`config.mk`:
```
export PLATFORM = sky130hd
export DESIGN_NAME = tablet_packet_decoder
export DESIGN_NICKNAME = d
export VERILOG_FILES = /design/src/design/tpd_pkg.sv /design/src/design/tablet_packet_decoder.sv /design/src/design/tpd_decode.sv /design/src/design/tpd_skid.sv
export SDC_FILE = /design/constraint.sdc
export NUM_CORES = 1
export LEC_CHECK = 0
export BUFFER_PORTS_ARGS = -buffer_cell sky130_fd_sc_hd__buf_2
export CAP_MARGIN = 20
export CORE_MARGIN = 3
export CORE_UTILIZATION = 45
export CTS_CLUSTER_SIZE = 16
export DETAILED_ROUTE_END_ITERATION = 10
export SYNTH_ARGS = -nofsm -noshare
export SYNTH_HDL_FRONTEND = slang
export SYNTH_HIERARCHICAL = 1
export SYNTH_SLANG_ARGS = --single-unit
```
`constraint.sdc`:
```
create_clock -name clk -period 5.9 [get_ports clk]
set_input_delay 0.295 -clock clk [delete_from_list [all_inputs] [get_ports clk]]
set_output_delay 0.295 -clock clk [all_outputs]
set_load 0.03 [all_outputs]
```
`src/design/tpd_pkg.sv`:
```
// Shared constants and types for the tablet packet decoder.
`default_nettype none

package tpd_pkg;

    // Packet lengths in bytes
    localparam logic [3:0] SHORT_LEN = 4'd7;
    localparam logic [3:0] TILT_LEN  = 4'd9;
    localparam int         PKT_DEPTH = 9;

    // Bit positions within received bytes
    localparam int START_BIT  = 7;
    localparam int PROX_BIT   = 6;
    localparam int STYLUS_BIT = 5;
    localparam int SIDE2_BIT  = 5;
    localparam int SIDE1_BIT  = 4;
    localparam int TIP_BIT    = 3;
    localparam int PRESS0_BIT = 2;
    localparam int PRESS_HI_N = 6;

    // Width of the packed event on the output tdata bus
    localparam int EVT_BUS_W = 64;

    // One collected packet byte, start flag stripped
    typedef logic [6:0] pkt_byte_t;

    // All collected bytes, entry 0 in the low bits
    typedef logic [PKT_DEPTH-1:0][6:0] pkt_t;

    // One decoded pen event, last field in the low bits
    typedef struct packed {
        logic signed [6:0] tilt_y;
        logic signed [6:0] tilt_x;
        logic              tip;
        logic              side_two;
        logic              side_one;
        logic              eraser;
        logic              is_puck;
        logic [7:0]        pressure;
        logic [15:0]       pos_y;
        logic [15:0]       pos_x;
        logic              in_range;
    } pen_event_t;

    localparam int EVT_W = $bits(pen_event_t);

endpackage

`default_nettype wire

```
`src/design/tablet_packet_decoder.sv`:
```
// Top level: serial pen tablet packet collector and event decoder.
//
//  channel   dir  signals                          content
//  s_*       in   s_tvalid s_tready s_tdata[7:0]   rx_byte
//  m_*       out  m_tvalid m_tready m_tdata[63:0]  one pen event per packet
//  cfg_*     in   cfg_wr_en cfg_wr_data            tilt_mode
//
//  One byte is taken per cycle while s_tready is high; a packet's event is
//  registered into the output register, or the skid slot if it is full.
//  Control state and output valid flags are cleared by rst_n. A stalled
//  output holds one event in the output register and one more in the skid
//  slot; s_tready drops only while the skid slot is occupied.
`default_nettype none

module tablet_packet_decoder
    import tpd_pkg::*;
(
    input  logic        clk,
    input  logic        rst_n,
    // rx_byte [7:0]
    input  logic [7:0]  s_tdata,
    input  logic        s_tvalid,
    output logic        s_tready,
    // in_range [0], pos_x [16:1], pos_y [32:17], pressure [40:33],
    // is_puck [41], eraser [42], side_one [43], side_two [44], tip [45],
    // tilt_x [52:46], tilt_y [59:53], zero [63:60]
    output logic [63:0] m_tdata,
    output logic        m_tvalid,
    input  logic        m_tready,
    input  logic        cfg_wr_en,
    input  logic        cfg_wr_data
);

    logic        tilt_mode_reg;
    logic [3:0]  count_reg;
    logic [3:0]  count_next;
    logic        in_prox_reg;
    logic        in_prox_next;
    logic        eraser_reg;
    logic        eraser_next;
    pkt_byte_t   pkt_reg [PKT_DEPTH];
    pkt_t        pkt_eff;

    logic        accept;
    logic        is_start;
    logic        take;
    logic [3:0]  len;
    logic [3:0]  base_cnt;
    logic        wr_en;
    logic [3:0]  after_cnt;
    logic        emit;
    logic        prox;
    pen_event_t  evt;
    pen_event_t  out_evt;
    logic        room;

    assign accept   = s_tvalid & s_tready;
    assign s_tready = room;
    assign len      = tilt_mode_reg ? TILT_LEN : SHORT_LEN;
    assign is_start = s_tdata[START_BIT];

    // Packet framing: start byte restarts, stray bytes are dropped
    assign take      = accept & (is_start | (count_reg != 4'd0));
    assign base_cnt  = is_start ? 4'd0 : count_reg;
    assign wr_en     = take & (base_cnt < len);
    assign after_cnt = wr_en ? base_cnt + 4'd1 : base_cnt;
    assign emit      = take & (after_cnt == len);

    always_comb
    begin
        count_next = count_reg;
        if (take)
        begin
            count_next = emit ? 4'd0 : after_cnt;
        end
    end

    // Packet bytes with the incoming byte overlaid at its slot
    always_comb
    begin
        for (int i = 0; i < PKT_DEPTH; i++)
        begin
            pkt_eff[i] = (wr_en && base_cnt == 4'(i)) ? s_tdata[6:0] : pkt_reg[i];
        end
    end

    // Proximity tracking, eraser latched on entry
    assign prox = pkt_eff[0][PROX_BIT];

    always_comb
    begin
        in_prox_next = in_prox_reg;
        eraser_next  = eraser_reg;
        if (emit)
        begin
            if (!in_prox_reg && prox)
            begin
                in_prox_next = 1'b1;
                eraser_next  = pkt_eff[3][SIDE2_BIT];
            end
            else if (in_prox_reg && !prox)
            begin
                in_prox_next = 1'b0;
                eraser_next  = 1'b0;
            end
        end
    end

    // Control state
    always_ff @(posedge clk or negedge rst_n)
    begin
        if (!rst_n)
        begin
            tilt_mode_reg <= 1'b0;
            count_reg     <= 4'd0;
            in_prox_reg   <= 1'b0;
            eraser_reg    <= 1'b0;
        end
        else
        begin
            if (cfg_wr_en)
            begin
                tilt_mode_reg <= cfg_wr_data;
            end
            count_reg   <= count_next;
            in_prox_reg <= in_prox_next;
            eraser_reg  <= eraser_next;
        end
    end

    // Packet byte store
    always_ff @(posedge clk)
    begin
        for (int i = 0; i < PKT_DEPTH; i++)
        begin
            if (wr_en && base_cnt == 4'(i))
            begin
                pkt_reg[i] <= s_tdata[6:0];
            end
        end
    end

    tpd_decode u_decode (
        .pkt     (pkt_eff),
        .tilt_on (tilt_mode_reg),
        .eraser  (eraser_next),
        .evt     (evt)
    );

    tpd_skid u_skid (
        .clk       (clk),
        .rst_n     (rst_n),
        .push      (emit),
        .push_evt  (evt),
        .room      (room),
        .out_valid (m_tvalid),
        .out_evt   (out_evt),
        .out_ready (m_tready)
    );

    assign m_tdata = {(EVT_BUS_W - EVT_W)'(0), out_evt};

endmodule

`default_nettype wire

```
`src/design/tpd_decode.sv`:
```
// Field extraction from a complete packet into one pen event.
`default_nettype none

module tpd_decode
    import tpd_pkg::*;
(
    input  pkt_t       pkt,
    input  logic       tilt_on,
    input  logic       eraser,
    output pen_event_t evt
);

    pkt_byte_t b0;
    pkt_byte_t b3;
    pkt_byte_t b6;

    assign b0 = pkt[0];
    assign b3 = pkt[3];
    assign b6 = pkt[6];

    // Assemble fields; side switches are masked while erasing
    always_comb
    begin
        evt.in_range = b0[PROX_BIT];
        evt.pos_x    = {b0[1:0], pkt[1], pkt[2]};
        evt.pos_y    = {b3[1:0], pkt[4], pkt[5]};
        evt.pressure = {~b6[PRESS_HI_N], b6[5:0], b3[PRESS0_BIT]};
        evt.is_puck  = ~b0[STYLUS_BIT];
        evt.eraser   = eraser;
        evt.side_one = ~eraser & b3[SIDE1_BIT];
        evt.side_two = ~eraser & b3[SIDE2_BIT];
        evt.tip      = b3[TIP_BIT];
        evt.tilt_x   = tilt_on ? pkt[7] : 7'sd0;
        evt.tilt_y   = tilt_on ? pkt[8] : 7'sd0;
    end

endmodule

`default_nettype wire

```
`src/design/tpd_skid.sv`:
```
// Two-entry output register with skid slot for decoded events.
`default_nettype none

module tpd_skid
    import tpd_pkg::*;
(
    input  logic       clk,
    input  logic       rst_n,
    input  logic       push,
    input  pen_event_t push_evt,
    output logic       room,
    output logic       out_valid,
    output pen_event_t out_evt,
    input  logic       out_ready
);

    logic       main_valid_reg;
    logic       skid_valid_reg;
    pen_event_t main_reg;
    pen_event_t skid_reg;
    logic       pop;

    assign pop       = main_valid_reg & out_ready;
    assign room      = ~skid_valid_reg;
    assign out_valid = main_valid_reg;
    assign out_evt   = main_reg;

    // Valid flags
    always_ff @(posedge clk or negedge rst_n)
    begin
        if (!rst_n)
        begin
            main_valid_reg <= 1'b0;
            skid_valid_reg <= 1'b0;
        end
        else if (skid_valid_reg)
        begin
            if (pop)
            begin
                skid_valid_reg <= 1'b0;
            end
        end
        else if (push)
        begin
            if (main_valid_reg && !pop)
            begin
                skid_valid_reg <= 1'b1;
            end
            main_valid_reg <= 1'b1;
        end
        else if (pop)
        begin
            main_valid_reg <= 1'b0;
        end
    end

    // Payload
    always_ff @(posedge clk)
    begin
        if (skid_valid_reg)
        begin
            if (pop)
            begin
                main_reg <= skid_reg;
            end
        end
        else if (push)
        begin
            if (!main_valid_reg || pop)
            begin
                main_reg <= push_evt;
            end
            else
            begin
                skid_reg <= push_evt;
            end
        end
    end

endmodule

`default_nettype wire

```
==> results.json, run 1 <==
{
  "status": "completed",
  "crit_family": "compound AO/OA/AOI/OAI gates",
  "worstSetupStartpoint": "tilt_mode_reg$_DFFE_PN0P_",
  "clk_latency_ns": 0.42,
  "pwr_density_cell_nw_per_um2": 328,
  "syn_area_per_cell_um2": 16.2,
  "grt-ovfl-total": 0,
  "cellLeakagePower_nw": 3.29,
  "setup_violations": 0,
  "cp.required_ns": 5.98,
  "fmax_ghz": 0.228,
  "hpwl_um": 8400,
  "worstReg2RegEnd": "u_skid/out_evt[12]$_DFFE_PP_",
  "numCtsBuffers": 17,
  "grt_max_degree": 66,
  "die_x_um": 136,
  "startpoint_type": "flop",
  "reg2regPathDepth": 10,
  "antenna_cells": 0,
  "worst_path_most_repeated_cell": "inv_1",
  "rows": 46,
  "syn_to_final_growth_pct": 10.3,
  "cts_setup_buffers": 0,
  "end_kind": "flop",
  "cts_tree": "yes",
  "maxCapViolations": 0,
  "path_cells": "inv_1 -> ha_1 -> inv_1 -> o32ai_2 -> nor2_2 -> mux2_4 -> nor4_4 -> o21a_2 -> o22a_2 -> buf_4",
  "track_usage_pct": 14.7,
  "final_area_um2": 8420,
  "place_area_um2": 7890,
  "hp-start": "cfg_wr_en",
  "path_class": "reg -> reg",
  "io_buffers": 75,
  "r2r_slack_ns": 1.52,
  "gp_congestion": 0.849,
  "worst_pin_slew_ns": 1.05,
  "worstPathArrival_ns": 4.47,
  "yosys_warnings": 6,
  "grt_pass1_wl_um": 20400,
  "endpoint": "u_skid/out_evt[12]$_DFFE_PP_",
  "syn_area_um2": 7630,
  "rsz0062_at_grt": "no",
  "nFillCells": 1369,
  "finalHoldViolations": 0,
  "slowest_delay_ns": 0.77,
  "crit_fanout": 31,
  "crit_slowest_cell": "o22a_2",
  "period_share_pct": 74.3,
  "syn_inst": 470,
  "clk_path_buf_depth": 2,
  "drt_iter0_markers": 190,
  "cts_resized": 0,
  "multiInputGateArea_um2": 2150,
  "min_path_type": "in -> reg",
  "wl_per_cell_um": 17.5,
  "drc": 0,
  "final_cell_mix": "edfxtp_1 (120), mux2_2 (88), buf_2 (75)",
  "core-area_um2": 16200,
  "avgViaCountPerCell": 4.95,
  "initial_core_util_pct": 47.0,
  "setup_tns_ns": 0,
  "register_area_um2": 5010,
  "crit_buf_inv": 3,
  "finalNetCount": 534,
  "design_power_total_mw": 2.76,
  "cts-root-buf": "clkbuf_16",
  "io_pins": 80,
  "wirelength_um": 13000,
  "via_count": 3676,
  "antenna_left": 0,
  "antenna_found_initial": 0,
  "grt_pass1_vias": 3743,
  "period_minus_slack_ns": 4.38,
  "final_common_cell": "edfxtp_1",
  "skew_ns": 0.0110,
  "die_h_um": 136,
  "maxSlewHeadroom_pct": 30.0,
  "cts_htree_levels": 4,
  "hold_buffers": 1,
  "final_max_slew_viol_count": 0,
  "drive_gt1_share_pct": 47.6,
  "first_pass_iters": 5,
  "path_clk_slew_ns": 0.06,
  "timing.rr.start": "tilt_mode_reg$_DFFE_PN0P_",
  "peakVddDrop_v": 0.000200,
  "clock-sinks": 188,
  "die_area_um2": 18600,
  "worstSetupPathDepth": 10
}
[per-layer routing]
metal | share of wire, % | up-vias | routed length [um] | GRT usage [%]
met4 | 1.4 | 0 | 181 | 5.99
li1 | - | 1754 | - | -
met2 | 48 | 87 | 6200 | 23.5
met5 | 0 | - | 0 | 0
met1 | 47 | 1820 | 6080 | 19.3
met3 | 4.4 | 15 | 574 | 3.55
[power breakdown]
group | switching [mW] | internal [mW] | leakage [nW] | total, mW
clock network | 0.454 | 0.546 | 0.237 | 1.00
registers | 0.0242 | 1.50 | 1.71 | 1.52
logic | 0.115 | 0.125 | 1.34 | 0.240
total | 0.593 | 2.17 | 3.29 | 2.76
[worst reg2reg max path, cell delays in order (launching register included)]
cell	delay (ns)
dfrtp_1	0.73
inv_1	0.19
ha_1	0.40
inv_1	0.08
o32ai_2	0.35
nor2_2	0.11
mux2_4	0.34
nor4_4	0.35
o21a_2	0.26
o22a_2	0.77
buf_4	0.48
[through the flow]
stage	hold WS (ns)	instances	setup slack (ns)	utilization (%)
finish	0.0863	743	1.52	51.9
global route	0.0723	743	1.22	51.9
CTS	0.0740	743	1.45	51.9
detailed placement	0.170	710	1.45	48.6
global placement	0.168	710	1.72	48.6
floorplan	-0.000591	473	1.73	-
[worst min path at each step]
stage / cells past startpoint / endpoint
after floorplan: 0 / count_reg[0]$_DFFE_PN0P_
after global placement: 1 / count_reg[0]$_DFFE_PN0P_
after detailed placement: 1 / count_reg[0]$_DFFE_PN0P_
after CTS: 2 / tilt_mode_reg$_DFFE_PN0P_
after global routing: 2 / tilt_mode_reg$_DFFE_PN0P_
final: 2 / tilt_mode_reg$_DFFE_PN0P_
[area by class of cell]
class	count	share of cell area [%]
clock inverter	11	0.862
clock buffer	21	5.35
timing repair buffer	79	4.99
inverter	12	0.535
multi-input combinational	216	25.5
sequential	188	59.5
tap	216	3.21
No activity file was read; power rests on OpenSTA's default activity.
==> inputs of run 2 (changes only) <==
==> constraint.sdc (replaced) <==
create_clock -name clk -period 4.5 [get_ports clk]
set_input_delay 0.225 -clock clk [delete_from_list [all_inputs] [get_ports clk]]
set_output_delay 0.225 -clock clk [all_outputs]
set_load 0.03 [all_outputs]
==> run 2 against run 1 <==
Compared with the run above: flip-flop and latch count is the same; register-to-register slack lost 0.84 ns; core utilization grew 0.62 points; non-clock buffer count grew 1.
==> results.json, run 2 (synthesis gave the netlist of run 1 again) <==
{
  "cellLeakagePower_nw": 3.35,
  "grt-ovfl-total": 0,
  "worst_pin_slew_ns": 1.06,
  "drt_iter0_markers": 203,
  "min_path_type": "in -> reg",
  "cts-root-buf": "clkbuf_16",
  "io_buffers": 75,
  "timing.rr.start": "tilt_mode_reg$_DFFE_PN0P_",
  "avgViaCountPerCell": 4.98,
  "drive_gt1_share_pct": 47.3,
  "stdcell_count": 744,
  "cp.required_ns": 4.58,
  "die_x_um": 136,
  "final_common_cell": "edfxtp_1",
  "via_count": 3706,
  "grt_max_degree": 66,
  "finalHoldViolations": 0,
  "gp_congestion": 0.880,
  "numCtsBuffers": 17,
  "grt_pass1_vias": 3760,
  "setup_violations": 0,
  "pwr_density_cell_nw_per_um2": 449,
  "track_usage_pct": 14.9,
  "antenna_left": 0,
  "core-area_um2": 16200,
  "crit_fanout": 60,
  "period_share_pct": 84.9,
  "drc": 0,
  "final_cell_mix": "edfxtp_1 (120), mux2_2 (88), buf_2 (75)",
  "clock-sinks": 188,
  "antenna_cells": 0,
  "clk_path_buf_depth": 2,
  "cts_tree": "yes",
  "cts_resized": 0,
  "r2r_slack_ns": 0.68,
  "worstReg2RegEnd": "u_skid/skid_reg[7]$_DFFE_PP_",
  "maxSlewHeadroom_pct": 29.6,
  "final_max_slew_viol_count": 0,
  "die_h_um": 136,
  "grt_pass1_wl_um": 20800,
  "clk_latency_ns": 0.42,
  "status": "completed",
  "first_pass_iters": 4,
  "maxCapViolations": 0,
  "path_class": "reg -> reg",
  "period_minus_slack_ns": 3.82,
  "endpoint": "u_skid/skid_reg[7]$_DFFE_PP_",
  "end_kind": "flop",
  "wl_per_cell_um": 17.5,
  "antenna_found_initial": 0,
  "setup_tns_ns": 0,
  "worstPathArrival_ns": 3.90,
  "fmax_ghz": 0.262,
  "rows": 46,
  "hp-start": "cfg_wr_en",
  "cts_htree_levels": 4,
  "io_pins": 80,
  "peakVddDrop_v": 0.000263,
  "reg2regPathDepth": 10,
  "rsz0062_at_grt": "no",
  "initial_core_util_pct": 47.0,
  "hpwl_um": 8080,
  "syn_to_final_growth_pct": 11.6,
  "nFillCells": 1398,
  "path_clk_slew_ns": 0.06,
  "dpl.cell_count": 711,
  "finalNetCount": 535,
  "wirelength_um": 13000,
  "worstSetupStartpoint": "tilt_mode_reg$_DFFE_PN0P_",
  "startpoint_type": "flop",
  "die_area_um2": 18600,
  "skew_ns": 0.00773
}
## run 2: changes by cell type in the layout (fill, tap and decap cells not counted), sizes merged
cell / previous run / this run
clkbuf: 21 / 18
buf: 78 / 79
inv: 12 / 13
bufinv: 0 / 4
clkinv: 4 / 7
clkinvlp: 7 / 2
## run 2: final cells by class
class	instances	area [um2]	area share, %
Sequential cell	188	5010	58.8
Multi-Input combinational cell	216	2150	25.2
Timing Repair Buffer	80	440	5.17
Clock buffer	18	429	5.04
Tap cell	216	270	3.17
Clock inverter	14	174	2.04
Inverter	12	45.0	0.529
## run 2: worst min path at each step
stage	cells past startpoint	slack, ns	endpoint
2_1_floorplan	0	-0.07	count_reg[0]$_DFFE_PN0P_
3_3_place_gp	1	0.1	eraser_reg$_DFF_PN0_
3_5_place_dp	1	0.10	eraser_reg$_DFF_PN0_
4_1_cts	2	0.001	tilt_mode_reg$_DFFE_PN0P_
5_1_grt	2	0.03	tilt_mode_reg$_DFFE_PN0P_
6_report	2	0.02	tilt_mode_reg$_DFFE_PN0P_
## run 2: through the flow
step                      worst slack (ns)  utilization (%)  area, um2  power [mW]  hold slack [ns]
final                                0.679             52.5       8520        3.82           0.0153
after global routing                 0.477             52.5       8520        3.97           0.0292
after CTS                            0.679             52.5       8520        3.86         0.000977
after detailed placement             0.718             48.7       7910        2.34            0.100
after global placement               0.805             48.7       7910        2.32           0.0954
after floorplan                      0.375                -       7650        2.37          -0.0706
## run 2: critical path: stages (launching register included)
cell and delay, ns:
dfrtp_1 0.75, inv_1 0.17, ha_1 0.30, and3b_1 0.37, nand4_1 0.12, or2_1 0.29, xnor2_1 0.31, and4_4 0.30
o21a_2 0.23, and4bb_2 0.29, buf_12 0.32
## run 2: power breakdown
group | total [mW] | internal, mW | switching (mW)
Sequential | 1.99 | 1.96 | 0.0302
Combinational | 0.309 | 0.164 | 0.145
Clock | 1.52 | 0.920 | 0.602
Total | 3.82 | 3.04 | 0.777
## run 2: what timing repair did
action	in CTS	in global routing
buffers inserted	0	0
hold endpoints to repair	9	0
hold buffers	1	0
## run 2: routing by layer
layer | track usage [%] | routed length (um)
met5 | 0 | 0
met4 | 5.43 | 199
met3 | 3.33 | 526
met2 | 23.3 | 6190
met1 | 20.3 | 6080
